**src/hdl/can_bts_pkg.sv**
```systemverilog
package can_bts_pkg;

    // field widths
    localparam int CLOCK_W   = 29;
    localparam int RATE_W    = 20;
    localparam int QUANTA_W  = 5;
    localparam int PRESC_W   = 16;
    localparam int SEG1_W    = 5;
    localparam int SEG2_W    = 3;
    localparam int DIVISOR_W = RATE_W + QUANTA_W;
    localparam int DIV_CNT_W = $clog2(CLOCK_W);

    // trial search
    localparam int BASE_QUANTA = 16;
    localparam int MAX_OFFSET  = 9;
    localparam int N_TRIALS    = 2 * (MAX_OFFSET + 1);
    localparam int TRIAL_W     = $clog2(N_TRIALS);

    localparam logic [CLOCK_W-1:0] CLOCK_RESET = CLOCK_W'(36000000);

    // divider request and response
    typedef struct packed {
        logic                 start;
        logic [CLOCK_W-1:0]   dividend;
        logic [DIVISOR_W-1:0] divisor;
    } t_div_req;

    typedef struct packed {
        logic                 done;
        logic [CLOCK_W-1:0]   quotient;
        logic [DIVISOR_W-1:0] remainder;
    } t_div_rsp;

    typedef struct packed {
        logic [SEG1_W-1:0] seg1;
        logic [SEG2_W-1:0] seg2;
    } t_seg;

    // trial order 16, 16, 15, 17, 14, 18 ... 7, 25
    function automatic logic [QUANTA_W-1:0] trial_quanta(input logic [TRIAL_W-1:0] k);
        logic [QUANTA_W-1:0] off;
        off = QUANTA_W'(k >> 1);
        if (k[0]) begin
            trial_quanta = QUANTA_W'(BASE_QUANTA) + off;
        end else begin
            trial_quanta = QUANTA_W'(BASE_QUANTA) - off;
        end
    endfunction

    // segment split for a quanta count, sample point nearest 7/8
    function automatic t_seg seg_split(input logic [QUANTA_W-1:0] q);
        logic [7:0]          tgt;
        logic [QUANTA_W-1:0] s1;
        logic [QUANTA_W-1:0] s2;
        logic [8:0]          a;
        logic [8:0]          b;
        logic [8:0]          da;
        logic [8:0]          db;
        tgt = 8'(q) * 8'd7;
        s1  = QUANTA_W'(tgt >> 3) - QUANTA_W'(1);
        a   = 9'({4'b0, s1} + 9'd2) << 3;
        b   = 9'({4'b0, s1} + 9'd1) << 3;
        da  = (a > {1'b0, tgt}) ? a - {1'b0, tgt} : {1'b0, tgt} - a;
        db  = (b > {1'b0, tgt}) ? b - {1'b0, tgt} : {1'b0, tgt} - b;
        if (da < db) begin
            s1 = s1 + QUANTA_W'(1);
        end
        s2 = q - s1 - QUANTA_W'(1);
        seg_split.seg1 = SEG1_W'(s1 - QUANTA_W'(1));
        seg_split.seg2 = SEG2_W'(s2 - QUANTA_W'(1));
    endfunction

endpackage

```
**src/hdl/can_bit_timing_solver_unit.sv**
```systemverilog
// search: a zero bitrate skips the trials, else each quanta trial runs one divider pass,
//   up to 20 trials from accept to result
// flow: one item at a time, set by the shared 29-step serial divider,
//   the input reopens as the result is registered
// a result waits in the output register while the next item is accepted
// reset: synchronous active low, clock register to 36000000, control idle
module can_bit_timing_solver_unit
    import can_bts_pkg::*;
(
    input  logic                i_clk,
    input  logic                i_rst_n,
    input  logic                i_cfg_valid,
    output logic                o_cfg_ready,
    input  logic [CLOCK_W-1:0]  i_cfg_clock_hz,
    input  logic                i_valid,
    output logic                o_stall,
    input  logic [RATE_W-1:0]   i_target_bitrate,
    output logic                o_valid,
    input  logic                i_stall,
    output logic                o_found,
    output logic [QUANTA_W-1:0] o_quanta_per_bit,
    output logic [PRESC_W-1:0]  o_prescaler,
    output logic [SEG1_W-1:0]   o_seg1_field,
    output logic [SEG2_W-1:0]   o_seg2_field
);

    localparam logic [2:0] S_IDLE  = 3'd0;
    localparam logic [2:0] S_MUL   = 3'd1;
    localparam logic [2:0] S_START = 3'd2;
    localparam logic [2:0] S_WAIT  = 3'd3;
    localparam logic [2:0] S_FIN   = 3'd4;

    logic [2:0]           r_state;
    logic [2:0]           n_state;
    logic [CLOCK_W-1:0]   r_clock_hz;
    logic [RATE_W-1:0]    r_rate;
    logic [TRIAL_W-1:0]   r_trial;
    logic [QUANTA_W-1:0]  r_q;
    logic [DIVISOR_W-1:0] r_divisor;
    logic                 r_found;
    logic [PRESC_W-1:0]   r_presc;
    logic                 r_out_valid;
    logic                 r_o_found;
    logic [QUANTA_W-1:0]  r_o_q;
    logic [PRESC_W-1:0]   r_o_presc;
    logic [SEG1_W-1:0]    r_o_seg1;
    logic [SEG2_W-1:0]    r_o_seg2;

    logic     in_acc;
    logic     out_load;
    logic     out_free;
    logic     hit;
    t_seg     seg;
    t_div_req div_req;
    t_div_rsp div_rsp;

    assign o_cfg_ready = 1'b1;
    assign o_stall     = (r_state != S_IDLE);
    assign in_acc      = i_valid && !o_stall;
    assign out_free    = !r_out_valid || !i_stall;
    assign out_load    = (r_state == S_FIN) && out_free;
    assign hit         = (div_rsp.remainder == '0);
    assign seg         = seg_split(r_q);

    // clock frequency register
    always_ff @(posedge i_clk) begin
        if (!i_rst_n) begin
            r_clock_hz <= CLOCK_RESET;
        end else if (i_cfg_valid && o_cfg_ready) begin
            r_clock_hz <= i_cfg_clock_hz;
        end
    end

    // shared divider
    always_comb begin
        div_req.start    = (r_state == S_START);
        div_req.dividend = r_clock_hz;
        div_req.divisor  = r_divisor;
    end

    can_bts_divider u_div (
        .i_clk   (i_clk),
        .i_rst_n (i_rst_n),
        .i_req   (div_req),
        .o_rsp   (div_rsp)
    );

    // trial sequencer
    always_comb begin
        n_state = r_state;
        unique case (r_state)
            S_IDLE: begin
                if (in_acc) begin
                    n_state = (i_target_bitrate == '0) ? S_FIN : S_MUL;
                end
            end
            S_MUL:   n_state = S_START;
            S_START: n_state = S_WAIT;
            S_WAIT: begin
                if (div_rsp.done) begin
                    if (hit || r_trial == TRIAL_W'(N_TRIALS - 1)) begin
                        n_state = S_FIN;
                    end else begin
                        n_state = S_MUL;
                    end
                end
            end
            S_FIN: begin
                if (out_free) begin
                    n_state = S_IDLE;
                end
            end
            default: n_state = S_IDLE;
        endcase
    end

    always_ff @(posedge i_clk) begin
        if (!i_rst_n) begin
            r_state <= S_IDLE;
        end else begin
            r_state <= n_state;
        end
    end

    // trial datapath
    always_ff @(posedge i_clk) begin
        if (in_acc) begin
            r_rate  <= i_target_bitrate;
            r_trial <= '0;
            r_found <= 1'b0;
        end
        if (r_state == S_MUL) begin
            r_q       <= trial_quanta(r_trial);
            r_divisor <= DIVISOR_W'({{QUANTA_W{1'b0}}, r_rate}
                                    * {{RATE_W{1'b0}}, trial_quanta(r_trial)});
        end
        if (r_state == S_WAIT && div_rsp.done) begin
            r_trial <= r_trial + TRIAL_W'(1);
            if (hit) begin
                r_found <= 1'b1;
                r_presc <= div_rsp.quotient[PRESC_W-1:0];
            end
        end
    end

    // output register
    always_ff @(posedge i_clk) begin
        if (!i_rst_n) begin
            r_out_valid <= 1'b0;
        end else if (out_load) begin
            r_out_valid <= 1'b1;
        end else if (r_out_valid && !i_stall) begin
            r_out_valid <= 1'b0;
        end
    end

    always_ff @(posedge i_clk) begin
        if (out_load) begin
            r_o_found <= r_found;
            r_o_q     <= r_found ? r_q       : '0;
            r_o_presc <= r_found ? r_presc   : '0;
            r_o_seg1  <= r_found ? seg.seg1  : '0;
            r_o_seg2  <= r_found ? seg.seg2  : '0;
        end
    end

    assign o_valid          = r_out_valid;
    assign o_found          = r_o_found;
    assign o_quanta_per_bit = r_o_q;
    assign o_prescaler      = r_o_presc;
    assign o_seg1_field     = r_o_seg1;
    assign o_seg2_field     = r_o_seg2;

    // zero bitrate skips the search
    a_zero_rate: assert property (@(posedge i_clk) disable iff (!i_rst_n)
        (in_acc && i_target_bitrate == '0) |=> (r_state == S_FIN))
        else $error("zero bitrate did not go straight to result");

    // a miss that is not the last trial starts the next one
    a_next_trial: assert property (@(posedge i_clk) disable iff (!i_rst_n)
        (r_state == S_WAIT && div_rsp.done && !hit
         && r_trial != TRIAL_W'(N_TRIALS - 1)) |=> (r_state == S_MUL))
        else $error("search stopped early");

    // a found result carries a count in range
    a_q_range: assert property (@(posedge i_clk) disable iff (!i_rst_n)
        (o_valid && o_found) |-> (o_quanta_per_bit >= QUANTA_W'(7)
                                  && o_quanta_per_bit <= QUANTA_W'(25)))
        else $error("quanta count out of range");

    // no hit gives all-zero fields
    a_miss_zero: assert property (@(posedge i_clk) disable iff (!i_rst_n)
        (o_valid && !o_found) |-> (o_quanta_per_bit == '0 && o_prescaler == '0
                                   && o_seg1_field == '0 && o_seg2_field == '0))
        else $error("miss result not cleared");

endmodule

```
**src/hdl/can_bts_divider.sv**
```systemverilog
module can_bts_divider
    import can_bts_pkg::*;
(
    input  logic     i_clk,
    input  logic     i_rst_n,
    input  t_div_req i_req,
    output t_div_rsp o_rsp
);

    logic                 r_busy;
    logic                 r_done;
    logic [DIV_CNT_W-1:0] r_cnt;
    logic [DIVISOR_W-1:0] r_rem;
    logic [CLOCK_W-1:0]   r_quo;
    logic [DIVISOR_W-1:0] r_dvs;

    logic [DIVISOR_W:0]   n_rem_sh;
    logic [DIVISOR_W+1:0] n_diff;
    logic                 n_ge;

    // one restoring step: shift in next dividend bit, trial subtract
    always_comb begin
        n_rem_sh = {r_rem, r_quo[CLOCK_W-1]};
        n_diff   = {1'b0, n_rem_sh} - {2'b00, r_dvs};
        n_ge     = !n_diff[DIVISOR_W+1];
    end

    // step control
    always_ff @(posedge i_clk) begin
        if (!i_rst_n) begin
            r_busy <= 1'b0;
            r_done <= 1'b0;
            r_cnt  <= '0;
        end else begin
            r_done <= 1'b0;
            if (i_req.start) begin
                r_busy <= 1'b1;
                r_cnt  <= '0;
            end else if (r_busy) begin
                r_cnt <= r_cnt + DIV_CNT_W'(1);
                if (r_cnt == DIV_CNT_W'(CLOCK_W - 1)) begin
                    r_busy <= 1'b0;
                    r_done <= 1'b1;
                end
            end
        end
    end

    // quotient and remainder datapath
    always_ff @(posedge i_clk) begin
        if (i_req.start) begin
            r_rem <= '0;
            r_quo <= i_req.dividend;
            r_dvs <= i_req.divisor;
        end else if (r_busy) begin
            r_rem <= n_ge ? n_diff[DIVISOR_W-1:0] : n_rem_sh[DIVISOR_W-1:0];
            r_quo <= {r_quo[CLOCK_W-2:0], n_ge};
        end
    end

    assign o_rsp.done      = r_done;
    assign o_rsp.quotient  = r_quo;
    assign o_rsp.remainder = r_rem;

endmodule
```
**config.mk**
```make
export PLATFORM = sky130hd
export DESIGN_NAME = can_bit_timing_solver_unit
export DESIGN_NICKNAME = d
export VERILOG_FILES = /design/src/hdl/can_bts_pkg.sv /design/src/hdl/can_bit_timing_solver_unit.sv /design/src/hdl/can_bts_divider.sv
export SDC_FILE = /design/constraint.sdc
export NUM_CORES = 1
export LEC_CHECK = 0
export ABC_AREA = 1
export BUFFER_PORTS_ARGS = -buffer_cell sky130_fd_sc_hd__buf_4
export CORE_UTILIZATION = 30
export DETAILED_ROUTE_END_ITERATION = 10
export HOLD_SLACK_MARGIN = 0.05
export MAX_ROUTING_LAYER = met4
export SLEW_MARGIN = 20
export SYNTH_ARGS = -nofsm -noshare
export SYNTH_HDL_FRONTEND = slang
export SYNTH_HIERARCHICAL = 1
export SYNTH_SLANG_ARGS = --single-unit
```
**constraint.sdc**
```tcl
create_clock -name i_clk -period 9.5 [get_ports i_clk]
set_input_delay 1.425 -clock i_clk [delete_from_list [all_inputs] [get_ports i_clk]]
set_output_delay 1.425 -clock i_clk [all_outputs]
set_load 0.03 [all_outputs]
```
Word level (Yosys, flattened, before mapping):

Cells that the tools add are included.

* input bits: 54
* output and inout bits: 33
* register bits: 221

* multiply operators: 2
* reduce and logical (&&, ||, !) cells: 21
* order comparisons: 3
* bitwise gates (word level): 2
* $add $sub $neg: 17
* equal/unequal tests: 9
* mux-type cells: 25

Operator list (number)
* two-way mux 29 bit: 2
* subtractor 26 x 25 -> 27 bit: 1
* zero test 25 bit: 1
* multiplier 20 x 5 -> 25 bit: 1
* two-way mux 25 bit: 1
* two-way mux 5 bit: 5
* zero test 20 bit: 1
* greater-than comparator 9 x 8 -> 1 bit: 2
* two-way mux 9 bit: 2
* subtractor 8 x 9 -> 9 bit: 2
* subtractor 9 x 8 -> 9 bit: 2
* adder 5 x 1 -> 5 bit (second input constant): 3
* two-way mux 3 bit: 5
* one-hot mux 3 bit (5 select lines): 1
* equality test 5 bit (second input constant): 2
* subtractor 5 x 1 -> 5 bit (second input constant): 2
* < comparator 9 bit: 1
* two-way mux 1 bit: 9
* multiplier 5 x 3 -> 8 bit (second input constant): 1
* adder 5 x 1 -> 6 bit (second input constant): 1
* adder 5 x 2 -> 6 bit (second input constant): 1
* equality test 3 x 2 -> 1 bit (second input constant): 2
* nonzero test 2 bit: 3
* subtractor 3 x 1 -> 3 bit (second input constant): 2
* other kinds (17): 26

Depth between registers and ports, before layout:

* word-level depth: 10
* mapped depth: 48
* mapped depth without buffers: 48

Cells and area by module:

The synthesis kept the hierarchy.

Modules (own cells, without submodules)
* can_bit_timing_solver_unit: cells an instance 1098, seq. area each 3713.6 um^2, area an instance 9579.2 um^2, instances 1
* can_bts_divider: cells an instance 780, seq. area each 2262.2 um^2, area an instance 5495.3 um^2, instances 1

Worst setup path after synthesis:

No wires, ideal clock.

* path kind: reg-to-reg
* start: register r_q[2]
* end: register r_o_seg2[2], in the netlist o_seg2_field[2], data pin
* setup slack: 3104 ps
* stages on the path, launching flop included: 40
* library setup time: 259 ps
* clock period less this slack: 6396 ps
* buffers on the path: 1
* arrival time: 6136 ps
* cells stage by stage: edfxtp_1 > fa_1 > ha_1 > inv_1 > fa_1 > xnor2_1 > inv_1 > ha_1 > inv_1 > nor2_4 > inv_2 > nand2_1 > ha_1 > or2_2 > nand2_1 > inv_1 > ha_1 > clkbuf_1 > [... 4 more ...] > o31ai_1 > ha_1 > nand2_1 > a21oi_1 > nor2_1 > nand3_1 > nand2_1 > nand2_1 > inv_1 > ha_1 > inv_1 > ha_1 > xor2_1 > nand3_1 > nand2_1 > inv_1 > o21ai_0 > a21oi_1

* cells in the longest elaborated chain, start to end: 10
* elaborated cells on any way between the ends: 18

Ends and longest elaborated chain
* from (decl): RTL line can_bit_timing_solver_unit.sv:38 `logic [QUANTA_W-1:0] r_q;`
* from (signal assigned): RTL line can_bit_timing_solver_unit.sv:133 `r_q <= trial_quanta(r_trial);`
* multiplier 5 x 3 -> 8 bit: RTL line can_bts_pkg.sv:59 `tgt = 8'(q) * 8'd7;`
* subtractor 5 x 1 -> 5 bit: RTL line can_bts_pkg.sv:60 `s1 = QUANTA_W'(tgt >> 3) - QUANTA_W'(1);`
* adder 5 x 2 -> 6 bit or adder 5 x 1 -> 6 bit (tied branches): RTL line can_bts_pkg.sv:61, can_bts_pkg.sv:62
* subtractor 8 x 9 -> 9 bit, or another cell as far along: RTL line can_bts_pkg.sv:63 `da = (a > {1'b0, tgt}) ? a - {1'b0, tgt} : {1'b0, tgt} - a;`
* two-way mux 9 bit, on equally long branches: RTL line can_bts_pkg.sv:63, can_bts_pkg.sv:64
* < comparator 9 bit: RTL line can_bts_pkg.sv:65 `if (da < db) begin`
* two-way mux 5 bit: RTL line can_bts_pkg.sv:65
* subtractor 3 bit (*): RTL line can_bts_pkg.sv:68 `s2 = q - s1 - QUANTA_W'(1);`
* subtractor 3 x 1 -> 3 bit (*): RTL line can_bts_pkg.sv:68
* subtractor 3 x 1 -> 3 bit (*): RTL line can_bts_pkg.sv:70 `seg_split.seg2 = SEG2_W'(s2 - QUANTA_W'(1));`
* to (signal assigned): RTL line can_bit_timing_solver_unit.sv:163 `r_o_seg2 <= r_found ? seg.seg2 : '0;`
* to (decl): RTL line can_bit_timing_solver_unit.sv:47 `logic [SEG2_W-1:0] r_o_seg2;`

Every way passes the cells marked *; elsewhere a longest branch is shown, timed or not.
A chain may end at the register's enable or synchronous reset.

Worst setup path after layout:

Ends and elaborated chain as after synthesis.

==> results.md <==
- Final critical delay including setup and external delays: 7040 ps
- Wirelength, routed: 33.7 mm
- Worst endpoint data arrival time: 7330 ps
- Post-CTS Setup Repair Bufs: 0
- Core box area: 49300 um2
- Clk buf depth: 3
- Number of nets in the final layout: 2178
- Vias per std cell: 4.49
- Maximum fanout along the worst path: 7
- Placement-stage worst setup slack: 2460 ps
- Run status: complete, no violations
- Synthesized-area fraction occupied by xor and xnor cells: 2.61%
- Wire length of the first global-routing pass: 57.1 mm
- Standard-cell rows: 81
- Proportion of layout cells with a drive suffix above 1: 9.49%
- GRT Total Usage: 14.0%
- Top library cells by usage in the layout, fill and taps aside: sky130_fd_sc_hd__nand2_1 (575), sky130_fd_sc_hd__inv_1 (321), sky130_fd_sc_hd__edfxtp_1 (155)
- Leading post-synthesis cells by cell area: sky130_fd_sc_hd__edfxtp_1 (31%), sky130_fd_sc_hd__nand2_1 (14%), sky130_fd_sc_hd__dfxtp_1 (8.8%)
- Drc violations: 0
- Commonest register cell after synthesis: sky130_fd_sc_hd__edfxtp_1
- Remaining max-slew budget at the tightest pin: 30.6%
- Number of input and output port buffers inserted: 85
- Startpoint of the most critical setup path: r_q[2]
- RSZ-0062 raised after global routing: no
- Drt first-iter violations: 628
- Largest family of logic cells by synthesized area: simple AND/OR/NAND/NOR gates
- Estimated wirelength of the detail-placed design: 26.8 mm
- Register-to-register setup slack: 2460 ps
- Post-CTS clock slew at the launch and capture registers of the worst setup and hold paths: 60 ps
- Most common cell after layout, fill and taps aside: sky130_fd_sc_hd__nand2_1
- Max-slew violation count: 0
- Placer congestion estimate: 0.888
- Clock Sink Count: 221
- Grt ovf: 0
- Number of global-route vias before repair: 12057
- CP most frequent cell: sky130_fd_sc_hd__nand2_1
- Maximum number of pins on one net before global-route repair: 39
- Post-synth EDFFs: 155
- Sequential cell area fraction in the yosys report: 39.6%
- Warnings, synthesis: 6
- Element type at the critical path end: register
- Area share of the largest cell type after synthesis: 30.9%
- Top cell type by total area after synthesis: sky130_fd_sc_hd__edfxtp_1
- Cell area after synthesis: 15100 um2
- Number of nets in the synthesized netlist: 2093
- # hold bufs at CTS: 0
- Worst path setup slack after routing: 2460 ps
- Buffers & Inverters on Critical Path: 10
- Max Cap Violations: 0
- Antenna violations before repair: 0
- Launch instance of the worst min-delay path: r_divisor[4]
- CTS H-tree lvls: 1
- Ant. Diodes: 0
- Detailed-route wire length on metal 1: 15.3 mm
- Kind of cell adding the most delay to the critical path: adder cells
- CTS root buffer: sky130_fd_sc_hd__clkbuf_16
- Worst-path cell with the longest stage delay: sky130_fd_sc_hd__fa_1
- Worst min-delay path class: reg2reg
- Transition time of the tightest slew-check pin: 1040 ps
- Area share of and/or/nand/nor cells after synthesis: 26.1%
- CTS Buf Count: 25
- Syn_area_per_cell: 8.03 um2
- Setup Viol. Count Final: 0
- Compound-cell area share of the yosys netlist: 5.64%
- Met3 wire length: 928 um
- Post-route clock period utilization: 74.1%
- Worst endpoint required time: 9790 ps
- Total number of vias: 11869
- Met2 WL post-DR: 16.9 mm
- Worst-Skew Late Latency: 540 ps
- Post-synthesis instance total: 1878
- Synthesized-area fraction occupied by adder cells: 16.5%
- Number of distinct library cells after synthesis: 54
- Fraction of synthesis flops using an asynchronous set or reset pin: 0%
- Average detailed-routed wire length per instance: 12.7 um
- Number of nets still failing antenna checks after routing: 0
- Starting density of the core: 30.6%
- Reg2reg start: r_q[2]
- I/O pin total: 87
- Setup TNS: 0 ps
- Setup clock skew after layout: 22.7 ps
- Relative area change from synthesis to final layout: 15.0%
- Maximum clock frequency: 142 MHz
- Mux share of post-synthesis cell area: 0%
- Overall die width: 226 um
- Die Ht: 226 um
- Slowest Stage Delay on Critical Path: 550 ps
- Uppermost signal routing layer after detailed routing: met4
- CTS tree: done
- Setup CP Type: reg2reg
- Register bit count reported by yosys: 221
- Gates resized, CTS repair: 0
- Hold violation count in the final report: 0
- CP Launch Type: register
- Die footprint: 51100 um2
- Pre-Repair DR Iteration Count: 5
## kinds of logic after synthesis
| kind of cell | after synthesis |
|---|---|
| xor+xnor | 45 |
| simple gates | 924 |
| buf+inv | 374 |
| flops | 221 |
| other cells | 2 |
| fa+ha+maj | 161 |
| compound gates | 151 |
## Yosys cell counts (2+ instances only)
cell type,number
sky130_fd_sc_hd__clkbuf_1,28
sky130_fd_sc_hd__clkinv_1,5
sky130_fd_sc_hd__o21ai_0,56
sky130_fd_sc_hd__nand2_1,575
sky130_fd_sc_hd__nand2_2,11
sky130_fd_sc_hd__inv_1,321
sky130_fd_sc_hd__a21o_1,3
sky130_fd_sc_hd__conb_1,2
sky130_fd_sc_hd__nor2_4,3
sky130_fd_sc_hd__a21oi_1,57
sky130_fd_sc_hd__nand4_1,13
sky130_fd_sc_hd__edfxtp_1,155
sky130_fd_sc_hd__fa_1,62
sky130_fd_sc_hd__nand3b_1,21
sky130_fd_sc_hd__inv_2,10
sky130_fd_sc_hd__o21ai_1,8
sky130_fd_sc_hd__dfxtp_1,66
sky130_fd_sc_hd__buf_2,2
sky130_fd_sc_hd__nand2_4,6
sky130_fd_sc_hd__o21bai_1,4
sky130_fd_sc_hd__o211ai_1,3
sky130_fd_sc_hd__buf_4,4
sky130_fd_sc_hd__nor4_1,13
sky130_fd_sc_hd__nand3_1,101
sky130_fd_sc_hd__a31oi_1,5
sky130_fd_sc_hd__buf_6,2
sky130_fd_sc_hd__or2_2,3
sky130_fd_sc_hd__ha_1,99
sky130_fd_sc_hd__and2_1,2
sky130_fd_sc_hd__xnor2_1,16
sky130_fd_sc_hd__nand3_2,3
sky130_fd_sc_hd__xor2_1,29
sky130_fd_sc_hd__nor2_1,152
sky130_fd_sc_hd__nor3_1,11
sky130_fd_sc_hd__nor2_2,4
sky130_fd_sc_hd__a211oi_1,3
sky130_fd_sc_hd__a221oi_1,3
## worst paths after layout
path | endpoint | depth (start not counted)
min reg2reg | u_div/r_dvs[4] | 0
max | o_seg2_field[2] | 42
max reg2reg | o_seg2_field[2] | 42
min | u_div/r_dvs[4] | 0
## flip-flops by register name, summed over array words and instances, names as in the netlist
name,count
o_found,1
o_prescaler,16
o_quanta_per_bit,5
o_seg1_field,5
o_seg2_field,3
o_valid,1
r_clock_hz,29
r_divisor,25
r_found,1
r_presc,16
r_q,5
r_rate,20
r_state,3
r_trial,5
u_div/r_busy,1
u_div/r_cnt,5
u_div/r_done,1
u_div/r_dvs,25
u_div/r_quo,29
u_div/r_rem,25
## through the flow
stage	util (%)	cells	area [um2]	hold slack, ps
after detailed placement	33.4	2600	16500	405
after CTS	35.2	2646	17300	419
after global placement	33.4	2600	16500	401
after global routing	35.2	2646	17300	421
final	35.2	2646	17300	417
after floorplan	-	1878	15100	400
## layout make-up
cell class	count	area [um2]
tap	664	831
clock buffer	29	651
clock inverter	17	214
sequential	221	5980
timing repair buffer	95	713
multi-input combinational	1283	7680
fill	5225	31900
inverter	337	1270
## routing by layer
layer | track usage (%) | up-vias
li1 | - | 6101
met4 | 3.75 | 0
met3 | 1.41 | 42
met1 | 16.9 | 5581
met5 | - | -
met2 | 24.8 | 145
Power is left out: the tool's default activity adds up to more than one toggle a clock period on the data nets, which glitch-free logic cannot reach.
